==> src/hdl/awh_pkg.sv <==
// Shared types and constants for the archive block header walker.
// No dependencies; every other file in hdl/ imports this package.
`timescale 1ns / 1ps

package awh_pkg;

   // Build-time constants
   localparam int SIGNATURE_BYTES   = 7;
   localparam int ENTRY_COUNT_WIDTH = 16;

   // Field widths fixed by the byte stream and result format
   localparam int BYTE_W  = 8;
   localparam int POS_W   = 32;
   localparam int LEN_W   = 32;
   localparam int HSIZE_W = 16;
   localparam int NLEN_W  = 16;
   localparam int IDX_W   = 5;
   localparam int ENTRY_W = 16;
   localparam int NBS_W   = 34;
   localparam int HEND_W  = 33;

   // Block type that carries a file head
   localparam logic [BYTE_W-1:0] FILE_BLOCK_TYPE = 8'h74;
   // Bytes in the common block header
   localparam int HEADER_BYTES  = 7;
   // Offset of the first name byte from the block start
   localparam int FILE_HEAD_END = 32;

   // Byte offsets inside a block (relative to the block start)
   localparam logic [IDX_W-1:0] OFS_TYPE       = 5'd2;
   localparam logic [IDX_W-1:0] OFS_HSIZE_LO   = 5'd5;
   localparam logic [IDX_W-1:0] OFS_HSIZE_HI   = 5'd6;
   localparam logic [IDX_W-1:0] OFS_PACK_0     = 5'd7;
   localparam logic [IDX_W-1:0] OFS_PACK_1     = 5'd8;
   localparam logic [IDX_W-1:0] OFS_PACK_2     = 5'd9;
   localparam logic [IDX_W-1:0] OFS_PACK_3     = 5'd10;
   localparam logic [IDX_W-1:0] OFS_PACK_DONE  = 5'd11;
   localparam logic [IDX_W-1:0] OFS_NLEN_LO    = 5'd26;
   localparam logic [IDX_W-1:0] OFS_NLEN_HI    = 5'd27;
   localparam logic [IDX_W-1:0] OFS_HEAD_LAST  = 5'd31;

   typedef enum logic [2:0] {
      PH_WAIT = 3'd0,
      PH_HEAD = 3'd1,
      PH_FILE = 3'd2,
      PH_NAME = 3'd3,
      PH_DONE = 3'd4
   } phase_type;

   typedef enum logic [1:0] {
      ST_OK    = 2'd0,
      ST_TRUNC = 2'd1,
      ST_SKIP  = 2'd2
   } status_type;

   typedef struct packed {
      logic [BYTE_W-1:0] data_byte;
      logic              final_byte;
   } req_item_type;

   typedef struct packed {
      logic [BYTE_W-1:0]  name_char;
      logic               name_valid;
      logic [ENTRY_W-1:0] entry_number;
      logic               name_end;
      logic               scan_done;
      logic [1:0]         scan_status;
   } rsp_item_type;

   // Input register contents handed to the walker
   typedef struct packed {
      logic         valid;
      req_item_type item;
   } stage_type;

endpackage

==> src/hdl/awh_in_reg.sv <==
// Input register for the byte stream: captures one beat, drives req_stall.
// Depends on awh_pkg.
`timescale 1ns / 1ps

module awh_in_reg (
   input  logic                 clock,
   input  logic                 reset,
   input  logic                 req_valid,
   output logic                 req_stall,
   input  awh_pkg::req_item_type req_data,
   input  logic                 advance,
   output awh_pkg::stage_type   stage
);
   import awh_pkg::*;

   logic         valid_ff, valid_in;
   req_item_type item_ff, item_in;

   // Hold the beat while the walker cannot take it
   assign req_stall = valid_ff & ~advance;

   always_comb begin
      valid_in = valid_ff;
      item_in  = item_ff;
      if (!req_stall) begin
         valid_in = req_valid;
         if (req_valid) begin
            item_in = req_data;
         end
      end
   end

   always_ff @(posedge clock) begin
      if (reset) begin
         valid_ff <= 1'b0;
      end else begin
         valid_ff <= valid_in;
      end
      item_ff <= item_in;
   end

   assign stage.valid = valid_ff;
   assign stage.item  = item_ff;

endmodule

==> src/hdl/awh_walker.sv <==
// Block chain walker: per-byte state update and result formation.
// Depends on awh_pkg.
`timescale 1ns / 1ps

module awh_walker (
   input  logic                    clock,
   input  logic                    reset,
   input  logic                    step,
   input  awh_pkg::req_item_type   item,
   input  logic [awh_pkg::LEN_W-1:0] file_length,
   output logic                    emit,
   output awh_pkg::rsp_item_type   result
);
   import awh_pkg::*;

   localparam int CNT_W = ENTRY_COUNT_WIDTH;

   logic [POS_W-1:0]   pos_ff, pos_in;
   phase_type          phase_ff, phase_in;
   logic [IDX_W-1:0]   idx_ff, idx_in;
   logic [BYTE_W-1:0]  kind_ff, kind_in;
   logic [HSIZE_W-1:0] hsize_ff, hsize_in;
   logic [LEN_W-1:0]   packed_ff, packed_in;
   logic [NLEN_W-1:0]  nlen_ff, nlen_in;
   logic [POS_W-1:0]   bs_ff, bs_in;
   logic [NBS_W-1:0]   nbs_ff, nbs_in;
   logic [HEND_W-1:0]  hend_ff, hend_in;
   logic [NBS_W-1:0]   target_ff, target_in;
   logic [CNT_W-1:0]   cnt_ff, cnt_in;
   status_type         status_ff, status_in;

   logic [BYTE_W-1:0]  b;
   logic [HSIZE_W-1:0] hs;
   logic [NLEN_W-1:0]  nl;
   logic [HEND_W-1:0]  hend_calc;
   logic [HEND_W-1:0]  name_bound;
   logic [HEND_W-1:0]  head_bound;
   logic [NBS_W:0]     hdr_bound;
   logic [CNT_W-1:0]   cnt_inc;
   phase_type          ph_cur;
   logic [IDX_W-1:0]   k;
   logic               adv_req;
   logic [NBS_W-1:0]   adv_target;
   status_type         fin_status;

   always_comb begin
      b          = item.data_byte;
      hs         = {b, hsize_ff[BYTE_W-1:0]};
      nl         = {b, nlen_ff[BYTE_W-1:0]};
      hend_calc  = {1'b0, bs_ff} + HEND_W'(hs);
      name_bound = {1'b0, bs_ff} + HEND_W'(FILE_HEAD_END) + HEND_W'(nl);
      head_bound = {1'b0, bs_ff} + HEND_W'(FILE_HEAD_END);
      hdr_bound  = {1'b0, nbs_ff} + (NBS_W+1)'(HEADER_BYTES);
      cnt_inc    = cnt_ff + CNT_W'(1);
      if (cnt_inc == '0) begin
         cnt_inc = CNT_W'(1);
      end

      pos_in     = pos_ff;
      phase_in   = phase_ff;
      idx_in     = idx_ff;
      kind_in    = kind_ff;
      hsize_in   = hsize_ff;
      packed_in  = packed_ff;
      nlen_in    = nlen_ff;
      bs_in      = bs_ff;
      nbs_in     = nbs_ff;
      hend_in    = hend_ff;
      target_in  = target_ff;
      cnt_in     = cnt_ff;
      status_in  = status_ff;
      ph_cur     = phase_ff;
      k          = idx_ff;
      adv_req    = 1'b0;
      adv_target = target_ff;
      fin_status = ST_OK;
      emit       = 1'b0;
      result     = '0;
      result.entry_number = ENTRY_W'(cnt_ff);

      if (step) begin
         if (pos_ff != '1) begin
            pos_in = pos_ff + POS_W'(1);
         end

         // Block start reached: bounds check, then open the header
         if (phase_ff == PH_WAIT && {2'b00, pos_ff} == nbs_ff) begin
            if (nbs_ff >= NBS_W'(file_length)) begin
               ph_cur    = PH_DONE;
               status_in = ST_OK;
            end else if (hdr_bound > (NBS_W+1)'(file_length)) begin
               ph_cur    = PH_DONE;
               status_in = ST_TRUNC;
            end else begin
               ph_cur    = PH_HEAD;
               bs_in     = pos_ff;
               k         = '0;
               kind_in   = '0;
               hsize_in  = '0;
               packed_in = '0;
               nlen_in   = '0;
            end
         end
         phase_in = ph_cur;

         case (ph_cur)
            PH_HEAD: begin
               case (k)
                  OFS_TYPE: begin
                     kind_in = b;
                     if (b == FILE_BLOCK_TYPE && head_bound > HEND_W'(file_length)) begin
                        phase_in  = PH_DONE;
                        status_in = ST_TRUNC;
                     end
                  end
                  OFS_HSIZE_LO: hsize_in = HSIZE_W'(b);
                  OFS_HSIZE_HI: begin
                     hsize_in = hs;
                     hend_in  = hend_calc;
                     if (kind_ff == FILE_BLOCK_TYPE) begin
                        phase_in = PH_FILE;
                     end else begin
                        adv_req    = 1'b1;
                        adv_target = NBS_W'(hend_calc);
                     end
                  end
                  default: ;
               endcase
               idx_in = k + IDX_W'(1);
            end
            PH_FILE: begin
               case (k)
                  OFS_PACK_0:    packed_in[7:0]   = b;
                  OFS_PACK_1:    packed_in[15:8]  = b;
                  OFS_PACK_2:    packed_in[23:16] = b;
                  OFS_PACK_3:    packed_in[31:24] = b;
                  OFS_PACK_DONE: target_in = NBS_W'(hend_ff) + NBS_W'(packed_ff);
                  OFS_NLEN_LO:   nlen_in = NLEN_W'(b);
                  OFS_NLEN_HI: begin
                     nlen_in = nl;
                     if (name_bound > HEND_W'(file_length)) begin
                        phase_in  = PH_DONE;
                        status_in = ST_TRUNC;
                     end
                  end
                  OFS_HEAD_LAST: begin
                     if (nlen_ff == '0) begin
                        // Empty name: marker item only
                        emit            = 1'b1;
                        result.name_end = 1'b1;
                        cnt_in          = cnt_inc;
                        adv_req         = 1'b1;
                     end else begin
                        phase_in = PH_NAME;
                     end
                  end
                  default: ;
               endcase
               idx_in = k + IDX_W'(1);
            end
            PH_NAME: begin
               emit              = 1'b1;
               result.name_char  = b;
               result.name_valid = 1'b1;
               result.name_end   = (nlen_ff <= NLEN_W'(1));
               if (nlen_ff != '0) begin
                  nlen_in = nlen_ff - NLEN_W'(1);
               end
               if (nlen_ff <= NLEN_W'(1)) begin
                  cnt_in  = cnt_inc;
                  adv_req = 1'b1;
               end
            end
            default: ;
         endcase

         // Skip to the next block; a zero or backward skip stops the scan
         if (adv_req) begin
            if (adv_target <= NBS_W'(pos_ff)) begin
               phase_in  = PH_DONE;
               status_in = ST_SKIP;
            end else begin
               nbs_in   = adv_target;
               phase_in = PH_WAIT;
            end
         end

         if (item.final_byte) begin
            unique case (phase_in)
               PH_DONE: fin_status = status_in;
               PH_WAIT: fin_status = (nbs_in >= NBS_W'(file_length)) ? ST_OK : ST_TRUNC;
               default: fin_status = ST_TRUNC;
            endcase
            emit               = 1'b1;
            result.scan_done   = 1'b1;
            result.scan_status = fin_status;
            // Return to the reset state for the next archive
            pos_in    = '0;
            phase_in  = PH_WAIT;
            idx_in    = '0;
            kind_in   = '0;
            hsize_in  = '0;
            packed_in = '0;
            nlen_in   = '0;
            bs_in     = POS_W'(SIGNATURE_BYTES);
            nbs_in    = NBS_W'(SIGNATURE_BYTES);
            cnt_in    = CNT_W'(1);
            status_in = ST_OK;
         end
      end
   end

   always_ff @(posedge clock) begin
      if (reset) begin
         pos_ff    <= '0;
         phase_ff  <= PH_WAIT;
         idx_ff    <= '0;
         kind_ff   <= '0;
         hsize_ff  <= '0;
         packed_ff <= '0;
         nlen_ff   <= '0;
         bs_ff     <= POS_W'(SIGNATURE_BYTES);
         nbs_ff    <= NBS_W'(SIGNATURE_BYTES);
         cnt_ff    <= CNT_W'(1);
         status_ff <= ST_OK;
      end else begin
         pos_ff    <= pos_in;
         phase_ff  <= phase_in;
         idx_ff    <= idx_in;
         kind_ff   <= kind_in;
         hsize_ff  <= hsize_in;
         packed_ff <= packed_in;
         nlen_ff   <= nlen_in;
         bs_ff     <= bs_in;
         nbs_ff    <= nbs_in;
         cnt_ff    <= cnt_in;
         status_ff <= status_in;
      end
      hend_ff   <= hend_in;
      target_ff <= target_in;
   end

endmodule

==> src/hdl/archive_block_header_walker.sv <==
// Archive block header walker: one archive byte per beat in, name bytes and
// end-of-scan status out. An accepted beat passes from the input register
// through the walker state update into the result register behind rsp_valid.
// Throughput: one byte per cycle while no stalled result beat holds the input.
// Reset (synchronous): clears walker state, file_length and both beat valid flags.
`timescale 1ns / 1ps

module archive_block_header_walker (
   input  logic                  clock,
   input  logic                  reset,
   // byte stream
   input  logic                  req_valid,
   output logic                  req_stall,
   input  awh_pkg::req_item_type req_data,
   // result stream
   output logic                  rsp_valid,
   input  logic                  rsp_stall,
   output awh_pkg::rsp_item_type rsp_data,
   // file length register
   input  logic                  csr_valid,
   output logic                  csr_ready,
   input  logic [31:0]           csr_data
);
   import awh_pkg::*;

   stage_type         stage;
   logic              advance;
   logic              step;
   logic              emit;
   rsp_item_type      result;

   logic [LEN_W-1:0]  file_length_ff, file_length_in;
   logic              rsp_valid_ff, rsp_valid_in;
   rsp_item_type      rsp_data_ff, rsp_data_in;

   // Configuration: always ready; written only while the walker is idle is a rule for the user, not enforced here
   assign csr_ready = 1'b1;

   always_comb begin
      file_length_in = file_length_ff;
      if (csr_valid && csr_ready) begin
         file_length_in = csr_data;
      end
   end

   // Move the held beat into the walker whenever the result register is
   // empty or drains this cycle; a stalled result that is waiting holds the
   // staged byte and stalls the input.
   assign advance = ~rsp_valid_ff | ~rsp_stall;
   assign step    = stage.valid & advance;

   awh_in_reg u_in_reg (
      .clock     (clock),
      .reset     (reset),
      .req_valid (req_valid),
      .req_stall (req_stall),
      .req_data  (req_data),
      .advance   (advance),
      .stage     (stage)
   );

   awh_walker u_walker (
      .clock       (clock),
      .reset       (reset),
      .step        (step),
      .item        (stage.item),
      .file_length (file_length_ff),
      .emit        (emit),
      .result      (result)
   );

   // Result register: load on a producing step, hold while stalled,
   // drop valid once the beat is taken.
   always_comb begin
      rsp_valid_in = rsp_valid_ff & rsp_stall;
      rsp_data_in  = rsp_data_ff;
      if (step && emit) begin
         rsp_valid_in = 1'b1;
         rsp_data_in  = result;
      end
   end

   always_ff @(posedge clock) begin
      if (reset) begin
         file_length_ff <= '0;
         rsp_valid_ff   <= 1'b0;
      end else begin
         file_length_ff <= file_length_in;
         rsp_valid_ff   <= rsp_valid_in;
      end
      rsp_data_ff <= rsp_data_in;
   end

   assign rsp_valid = rsp_valid_ff;
   assign rsp_data  = rsp_data_ff;

endmodule

==> config.mk <==
export PLATFORM = sky130hd
export DESIGN_NAME = archive_block_header_walker
export DESIGN_NICKNAME = d
export VERILOG_FILES = /design/src/hdl/awh_pkg.sv /design/src/hdl/awh_in_reg.sv /design/src/hdl/awh_walker.sv /design/src/hdl/archive_block_header_walker.sv
export SDC_FILE = /design/constraint.sdc
export NUM_CORES = 1
export LEC_CHECK = 0
export ABC_CLOCK_PERIOD_IN_PS = 14600
export BUFFER_PORTS_ARGS = -buffer_cell sky130_fd_sc_hd__buf_2
export CAP_MARGIN = 20
export CELL_PAD_IN_SITES_DETAIL_PLACEMENT = 2
export CELL_PAD_IN_SITES_GLOBAL_PLACEMENT = 2
export CORE_ASPECT_RATIO = 0.9
export CORE_MARGIN = 3
export CORE_UTILIZATION = 35
export CTS_CLUSTER_SIZE = 14
export DETAILED_ROUTE_END_ITERATION = 8
export GPL_ROUTABILITY_DRIVEN = 0
export HOLD_SLACK_MARGIN = 0.03
export MAX_ROUTING_LAYER = met4
export PLACE_DENSITY = 0.82
export SKIP_CTS_REPAIR_TIMING = 1
export SLEW_MARGIN = 20
export SYNTH_ARGS = -nofsm -noshare
export SYNTH_HDL_FRONTEND = slang
export SYNTH_SLANG_ARGS = --single-unit
==> constraint.sdc <==
create_clock -name clock -period 14.6 [get_ports clock]
set_clock_uncertainty 0.2 [all_clocks]
set_input_delay 2.92 -clock clock [delete_from_list [all_inputs] [get_ports clock]]
set_output_delay 2.92 -clock clock [all_outputs]
set_load 0.1 [all_outputs]
# ---- Word-level counts from Yosys, hierarchy flattened
# Cells that the tools add are included.
dict set report word_totals {
  ff_bits 335
  latch_bits 0
  ram_bits 0
  mem_bits_ro 0
  inputBits 46
  out_inout_bits 32
  elab_cells 196
  n_memories 0
}
dict set report op_classes {
  n_addsub 9
  n_mul 0
  div_mod_pow 0
  magnitude_cmp 7
  n_eq_ne 26
  shift 0
  muxes 96
  bitwise 8
  n_reduce_logical 24
}
# op count
set ops {}
lappend ops {{2-to-1 mux 32 bit} 11}
lappend ops {{2-to-1 mux 34 bit} 8}
lappend ops {{2-to-1 mux 16 bit} 15}
lappend ops {{one-hot mux 16 bit (2 select lines)} 4}
lappend ops {{2-to-1 mux 8 bit} 10}
lappend ops {{greater-or-equal comparator 34 x 32 -> 1 bit} 2}
lappend ops {{greater-than comparator 33 x 32 -> 1 bit} 2}
lappend ops {{2-to-1 mux 3 bit} 13}
lappend ops {{adder 34 x 3 -> 35 bit (second input constant)} 1}
lappend ops {{greater-than comparator 35 x 32 -> 1 bit} 1}
lappend ops {{adder 33 x 32 -> 34 bit} 1}
lappend ops {{== test 32 x 34 -> 1 bit} 1}
lappend ops {{less-or-equal comparator 34 x 32 -> 1 bit} 1}
lappend ops {{adder 32 x 16 -> 33 bit} 1}
lappend ops {{adder 32 x 6 -> 33 bit (second input constant)} 1}
lappend ops {{adder 33 x 16 -> 33 bit} 1}
lappend ops {{adder 32 x 1 -> 32 bit (second input constant)} 1}
lappend ops {{zero test 16 bit} 2}
lappend ops {{!= test 32 bit (second input constant)} 1}
lappend ops {{2-to-1 mux 5 bit} 6}
lappend ops {{== test 5 x 4 -> 1 bit (second input constant)} 4}
lappend ops {{2-to-1 mux 2 bit} 10}
lappend ops {{one-hot mux 3 bit (2 select lines)} 3}
lappend ops {{adder 16 x 1 -> 16 bit (second input constant)} 1}
lappend ops {{other kinds (30)} 69}

# ---- Logic depth before layout (Yosys ltp)
dict set report logic_depth {
  ltp_word 18
  ltp_mapped 53
  ltp_nobuf 46
}

# ---- By module
# From an unflattened synthesis, not the netlist that was laid out.
dict set report unflattened {
  cells_unflattened 2710
  hier_area_um2 23542.6
}
# mod instances cells_per_inst area_per_inst_um2 seq_area_each_um2
set modules_own_cells {}
lappend modules_own_cells {awh_walker 1 2555 21117.8 5775.5}
lappend modules_own_cells {archive_block_header_walker 1 141 2097.0 1531.5}
lappend modules_own_cells {awh_in_reg 1 14 327.8 290.3}

# ---- Least setup slack after synthesis
# No wires, ideal clock.
dict set report synth_timing {
  path_type {register to register}
  startpoint {register u_walker.nbs_ff[0]}
  endpoint {register rsp_data_ff, in the netlist rsp_data[0] (data pin)}
  setup_ns 0.266
  arrival_time_ns 9.062
  t_required_ns 14.134
  slack_ns 5.072
  path_stages_with_launch 50
  n_path_buf 7
  synth_period_minus_slack_ns 9.528
  path_cell_list {dfxtp_1 -> inv_1 -> ha_1 -> nand2b_1 -> and2_1 -> and3_1 -> nand4_1 -> xnor2_1 -> ha_1 -> nand4_1 -> nor4_1 -> nand3_1 -> o2bb2ai_1 -> a211o_1 -> nor3_2 -> buf_4 -> buf_2 -> buf_1 -> (+14 left out) -> a31oi_1 -> o21a_1 -> o21ba_2 -> o21ai_1 -> buf_2 -> buf_2 -> mux2_2 -> ha_1 -> a21o_1 -> a21o_1 -> a21o_1 -> a21o_1 -> a21oi_1 -> or3b_2 -> a21oi_1 -> a311oi_1 -> nand3_1 -> o211ai_1}
}
dict set report synth_via {
  elab_chain_len 17
  word_cells_on_any_way 56
  cone_classes {1 x add/sub; 4 x order compare; 9 x eq/ne; 40 x mux; 2 x reduce/logical}
}
# item line_no
set synth_rtl {}
lappend synth_rtl {{start, declared} awh_walker.sv:26} ;# logic [NBS_W-1:0] nbs_ff, nbs_in;
lappend synth_rtl {{start signal, assigned} awh_walker.sv:223} ;# nbs_ff <= NBS_W'(SIGNATURE_BYTES);
lappend synth_rtl {{start signal, assigned} awh_walker.sv:235} ;# nbs_ff <= nbs_in;
lappend synth_rtl {{adder 34 x 3 -> 35 bit} awh_walker.sv:53} ;# hdr_bound = {1'b0, nbs_ff} + (NBS_W+1)'(HEADER_BYTES);
lappend synth_rtl {{greater-than comparator 35 x 32 -> 1 bit} awh_walker.sv:91} ;# end else if (hdr_bound > (NBS_W+1)'(file_length)) begin
lappend synth_rtl {{2-to-1 mux 5 bit} awh_walker.sv:91}
lappend synth_rtl {{2-to-1 mux 5 bit} awh_walker.sv:88} ;# if (nbs_ff >= NBS_W'(file_length)) begin
lappend synth_rtl {{2-to-1 mux 5 bit} awh_walker.sv:87} ;# if (phase_ff == PH_WAIT && {2'b00, pos_ff} == nbs_ff) begin
lappend synth_rtl {{2-to-1 mux 5 bit} awh_walker.sv:81} ;# if (step) begin
lappend synth_rtl {{== test 5 x 3 -> 1 bit} awh_walker.sv:108} ;# case (k)
lappend synth_rtl {{2-to-1 mux 34 bit} awh_walker.sv:108}
lappend synth_rtl {{2-to-1 mux 34 bit} awh_walker.sv:106} ;# case (ph_cur)
lappend synth_rtl {{2-to-1 mux 34 bit} awh_walker.sv:81}
lappend synth_rtl {{less-or-equal comparator 34 x 32 -> 1 bit} awh_walker.sv:179} ;# if (adv_target <= NBS_W'(pos_ff)) begin
lappend synth_rtl {{2-to-1 mux 34 bit} awh_walker.sv:179}
lappend synth_rtl {{2-to-1 mux 34 bit} awh_walker.sv:178} ;# if (adv_req) begin
lappend synth_rtl {{2-to-1 mux 34 bit} awh_walker.sv:81}
lappend synth_rtl {{greater-or-equal comparator 34 x 32 -> 1 bit} awh_walker.sv:191} ;# PH_WAIT: fin_status = (nbs_in >= NBS_W'(file_length)) ? ST_OK : ST_TRUNC;
lappend synth_rtl {{2-to-1 mux 1 bit} awh_walker.sv:191}
lappend synth_rtl {{one-hot mux 2 bit (2 select lines) *} awh_walker.sv:189} ;# unique case (phase_in)
lappend synth_rtl {{end signal, assigned} archive_block_header_walker.sv:91} ;# rsp_data_ff <= rsp_data_in;
lappend synth_rtl {{end, declared} archive_block_header_walker.sv:34} ;# rsp_item_type rsp_data_ff, rsp_data_in;
# Mark *: on every way between the ends. The rest lies on a longest branch, timed or not. The select of a mux whose other input is x is not followed.
# A chain may end at the register's enable or synchronous reset.

# ---- Final worst setup path
dict set report layout_timing {
  startpoint {register u_walker.nbs_ff[4]}
  endpoint {register rsp_data_ff, in the netlist rsp_data[0] (data pin)}
}
# The elaborated chain is that of the path after synthesis.

==> qor.txt <==
status = finished clean
Tightest Pin Transition = 1.183 ns
synthesized netlist net count = 2958
mean post-synth cell area = 8.724 µm²
Ys Warns = 0
die span in x = 276.5 µm
cell row count = 88
worst vdd ir = 0.00008563 V
endpoint class of the critical path = register
Max stage delay on crit path = 0.65 ns
antenna viol nets, final = 0
design area = 0.02592 mm²
IO Pins = 78
Hold WS = 0.2683 ns
CORE AREA = 0.06463 mm²
post-synthesis sequential area ratio = 32.96%
Hold Crit Class = reg -> reg
largest area contributor in the netlist = dfxtp_1
routed len/inst = 27.40 µm
Post-Route WL = 98070 µm
Slew Limit Fails = 0
vias = 21.92k
first-pass iteration count of the detailed router = 5
critical path class = reg -> reg
Cell Pwr Density = 88.57 mW/mm²
largest cells by area after synthesis = dfxtp_1 (19%), ha_1 (14%), edfxtp_1 (14%)
initial antenna violation count = 2
grt ovf = 0
Layout area overhead = 12.46%
max_cap viols = 0
TritonCTS Sinks = 327
top_reg_cell synth = dfxtp_1
Tmin final = 11.69 ns
Synth Cell Area = 0.02305 mm²
Slowest-stage cell, CP = nor4_1
final hold violation count = 0
arrival time worst endpoint = 11.81 ns
clock slew at reported path FFs = 0.06 ns
post-synth cell types = 83
Die Ht = 249.5 µm
CP max FO = 34
Worst-Skew Late Latency = 0.61 ns
DRT iter0 DRCs = 1719
Worst EP required = 14.72 ns
count of final setup violators = 0
Max H-tree Level = 2
CTS root buf = clkbuf_16
Worst slew margin = 20.97%
effective utilization at floorplan = 35.66%
Setup crit start kind = register
Final period util = 80.04%
CTS Buf Count = 42
Post-synth EDFFs = 105
clk buf depth = 3
Post-DP HPWL = 73210 µm
Total GRT Usage = 28.22%
first-pass GRT wire length = 147600 µm
CTS tree = built
die area = 0.06898 mm²
largest net degree at the start of global routing = 69
setup TNS = 0 ns
ratio of cells with drive above 1 in the final layout = 9.188%
placed inst area = 0.02435 mm²
unrepaired setup endpoints after global routing = false
fin nets = 3003
Peak Freq = 0.08558 GHz
DRC = 0
post-synth top area share = 19.28%
IO buf count = 76
Post-Synthesis Cells = 2642
flop and latch count out of synthesis = 327
Async SR Flop Fraction = 0%
LEAKAGE = 10.79 nW
via/cell ratio = 6.125
vias in the first global route = 23.81k
-- layer usage --
metal  up-vias  track usage (%)  wire, µm
met4         0            11.36      4050
met3       216            3.844      5851
li1       9752                -         -
met1     11260            35.35     42020
met2       696            46.01     46160
met5         -                -         0
-- metrics by stage --
| step | setup slack [ns] | total power [mW] | utilization, % | cells |
|---|---|---|---|---|
| after detailed placement | 3.489 | 1.142 | 37.68 | 3497 |
| after global placement | 4.057 | 1.130 | 37.67 | 3497 |
| final | 2.915 | 2.296 | 40.11 | 3579 |
| after floorplan | 5.072 | 1.072 | - | 2642 |
| after global routing | 2.125 | 2.361 | 40.09 | 3576 |
| after CTS | 3.233 | 2.308 | 40.04 | 3575 |
-- area by class of cell --
| cell class | instances | area, µm² |
|---|---|---|
| multi-input combinational | 2080 | 14580 |
| timing repair buffer | 112 | 673.1 |
| sequential | 327 | 7597 |
| inverter | 124 | 465.4 |
| antenna | 3 | 7.507 |
| clock inverter | 28 | 387.9 |
| clock buffer | 50 | 1142 |
| fill | 7094 | 38710 |
| tap | 855 | 1070 |
-- cell usage after synthesis, types with 6 or more instances --
cell and instances:
o21a_1 17, and4_1 20, xor2_1 77, clkbuf_1 81, a22o_1 33, nor3b_1 7
nand2_1 206, a22oi_1 84, nor4_1 29, o211ai_1 14, nand3b_1 6, xnor2_1 130
a211oi_1 27, nor3_1 52, buf_2 19, a21o_1 55, or4_1 7, or3_1 15
a21oi_1 139, a32oi_1 6, inv_1 124, edfxtp_1 105, nand4_1 65, nor2b_1 22
nand3_1 87, buf_1 8, and3_1 35, ha_1 267, or2_2 6, o21bai_1 14
nor2_1 296, o31ai_1 30, o21ai_0 117, mux2i_1 36, dfxtp_1 222, mux2_2 29
and2_1 19, a211o_1 8, a31oi_1 18, nand2b_1 23
-- placed cells by master, fill, tap and decap left out, types with 65 or more instances in the layout --
master    count
xor2_1       77
ha_1        267
nand3_1      87
a22oi_1      84
nor2_1      293
o21ai_0     117
inv_1       124
buf_2        75
xnor2_1     130
edfxtp_1    105
dfxtp_1     222
a21oi_1     138
nand2_1     206
nand4_1      65
-- sequential cells by signal (all words and copies together) (netlist names) --
signal,cells
u_in_reg.valid_ff,1
u_walker.target_ff,34
file_length_ff,32
u_walker.pos_ff,32
u_in_reg.stage,9
u_walker.kind_ff,8
rsp_valid,1
rsp_data,29
u_walker.hend_ff,33
u_walker.bs_ff,32
u_walker.cnt_ff,16
u_walker.packed_ff,32
u_walker.nbs_ff,34
u_walker.nlen_ff,16
u_walker.status_ff,2
u_walker.hsize_ff,8
u_walker.idx_ff,5
u_walker.phase_ff,3
-- final timing paths --
check	endpoint	slack, ns	from	cells after the start
max	rsp_data[0]	2.91	u_walker.nbs_ff[4]	40
min reg2reg	u_walker.status_ff[1]	0.27	u_walker.status_ff[1]	2
max reg2reg	rsp_data[0]	2.91	u_walker.nbs_ff[4]	40
min	u_walker.status_ff[1]	0.27	u_walker.status_ff[1]	2
-- where the power goes --
part	switching [mW]	internal, mW
clock	0.462	0.705
combinational	0.128	0.0505
sequential	0.00654	0.944
total	0.596	1.70
-- cell families after synthesis --
family	synth area share, %
other	0.01627
AND/OR/NAND/NOR	19.63
buffers and inverters	3.979
flip-flops	32.96
XOR/XNOR	7.936
multiplexers	2.980
adder cells (fa/ha/maj)	14.75
AO/OA/AOI/OAI	17.75
-- critical path: cells and delay by family (launching register included) --
kind | cells | cell delay [ns]
and+or+nand+nor | 15 | 4.48
AOI/OAI and AO/OA | 15 | 2.64
adders and majority gates | 4 | 1.54
buffers and inverters | 3 | 0.98
muxes | 2 | 0.83
DFF | 1 | 0.54
xor gates and xnor gates | 1 | 0.15
Power figures use the tool's default switching activity.
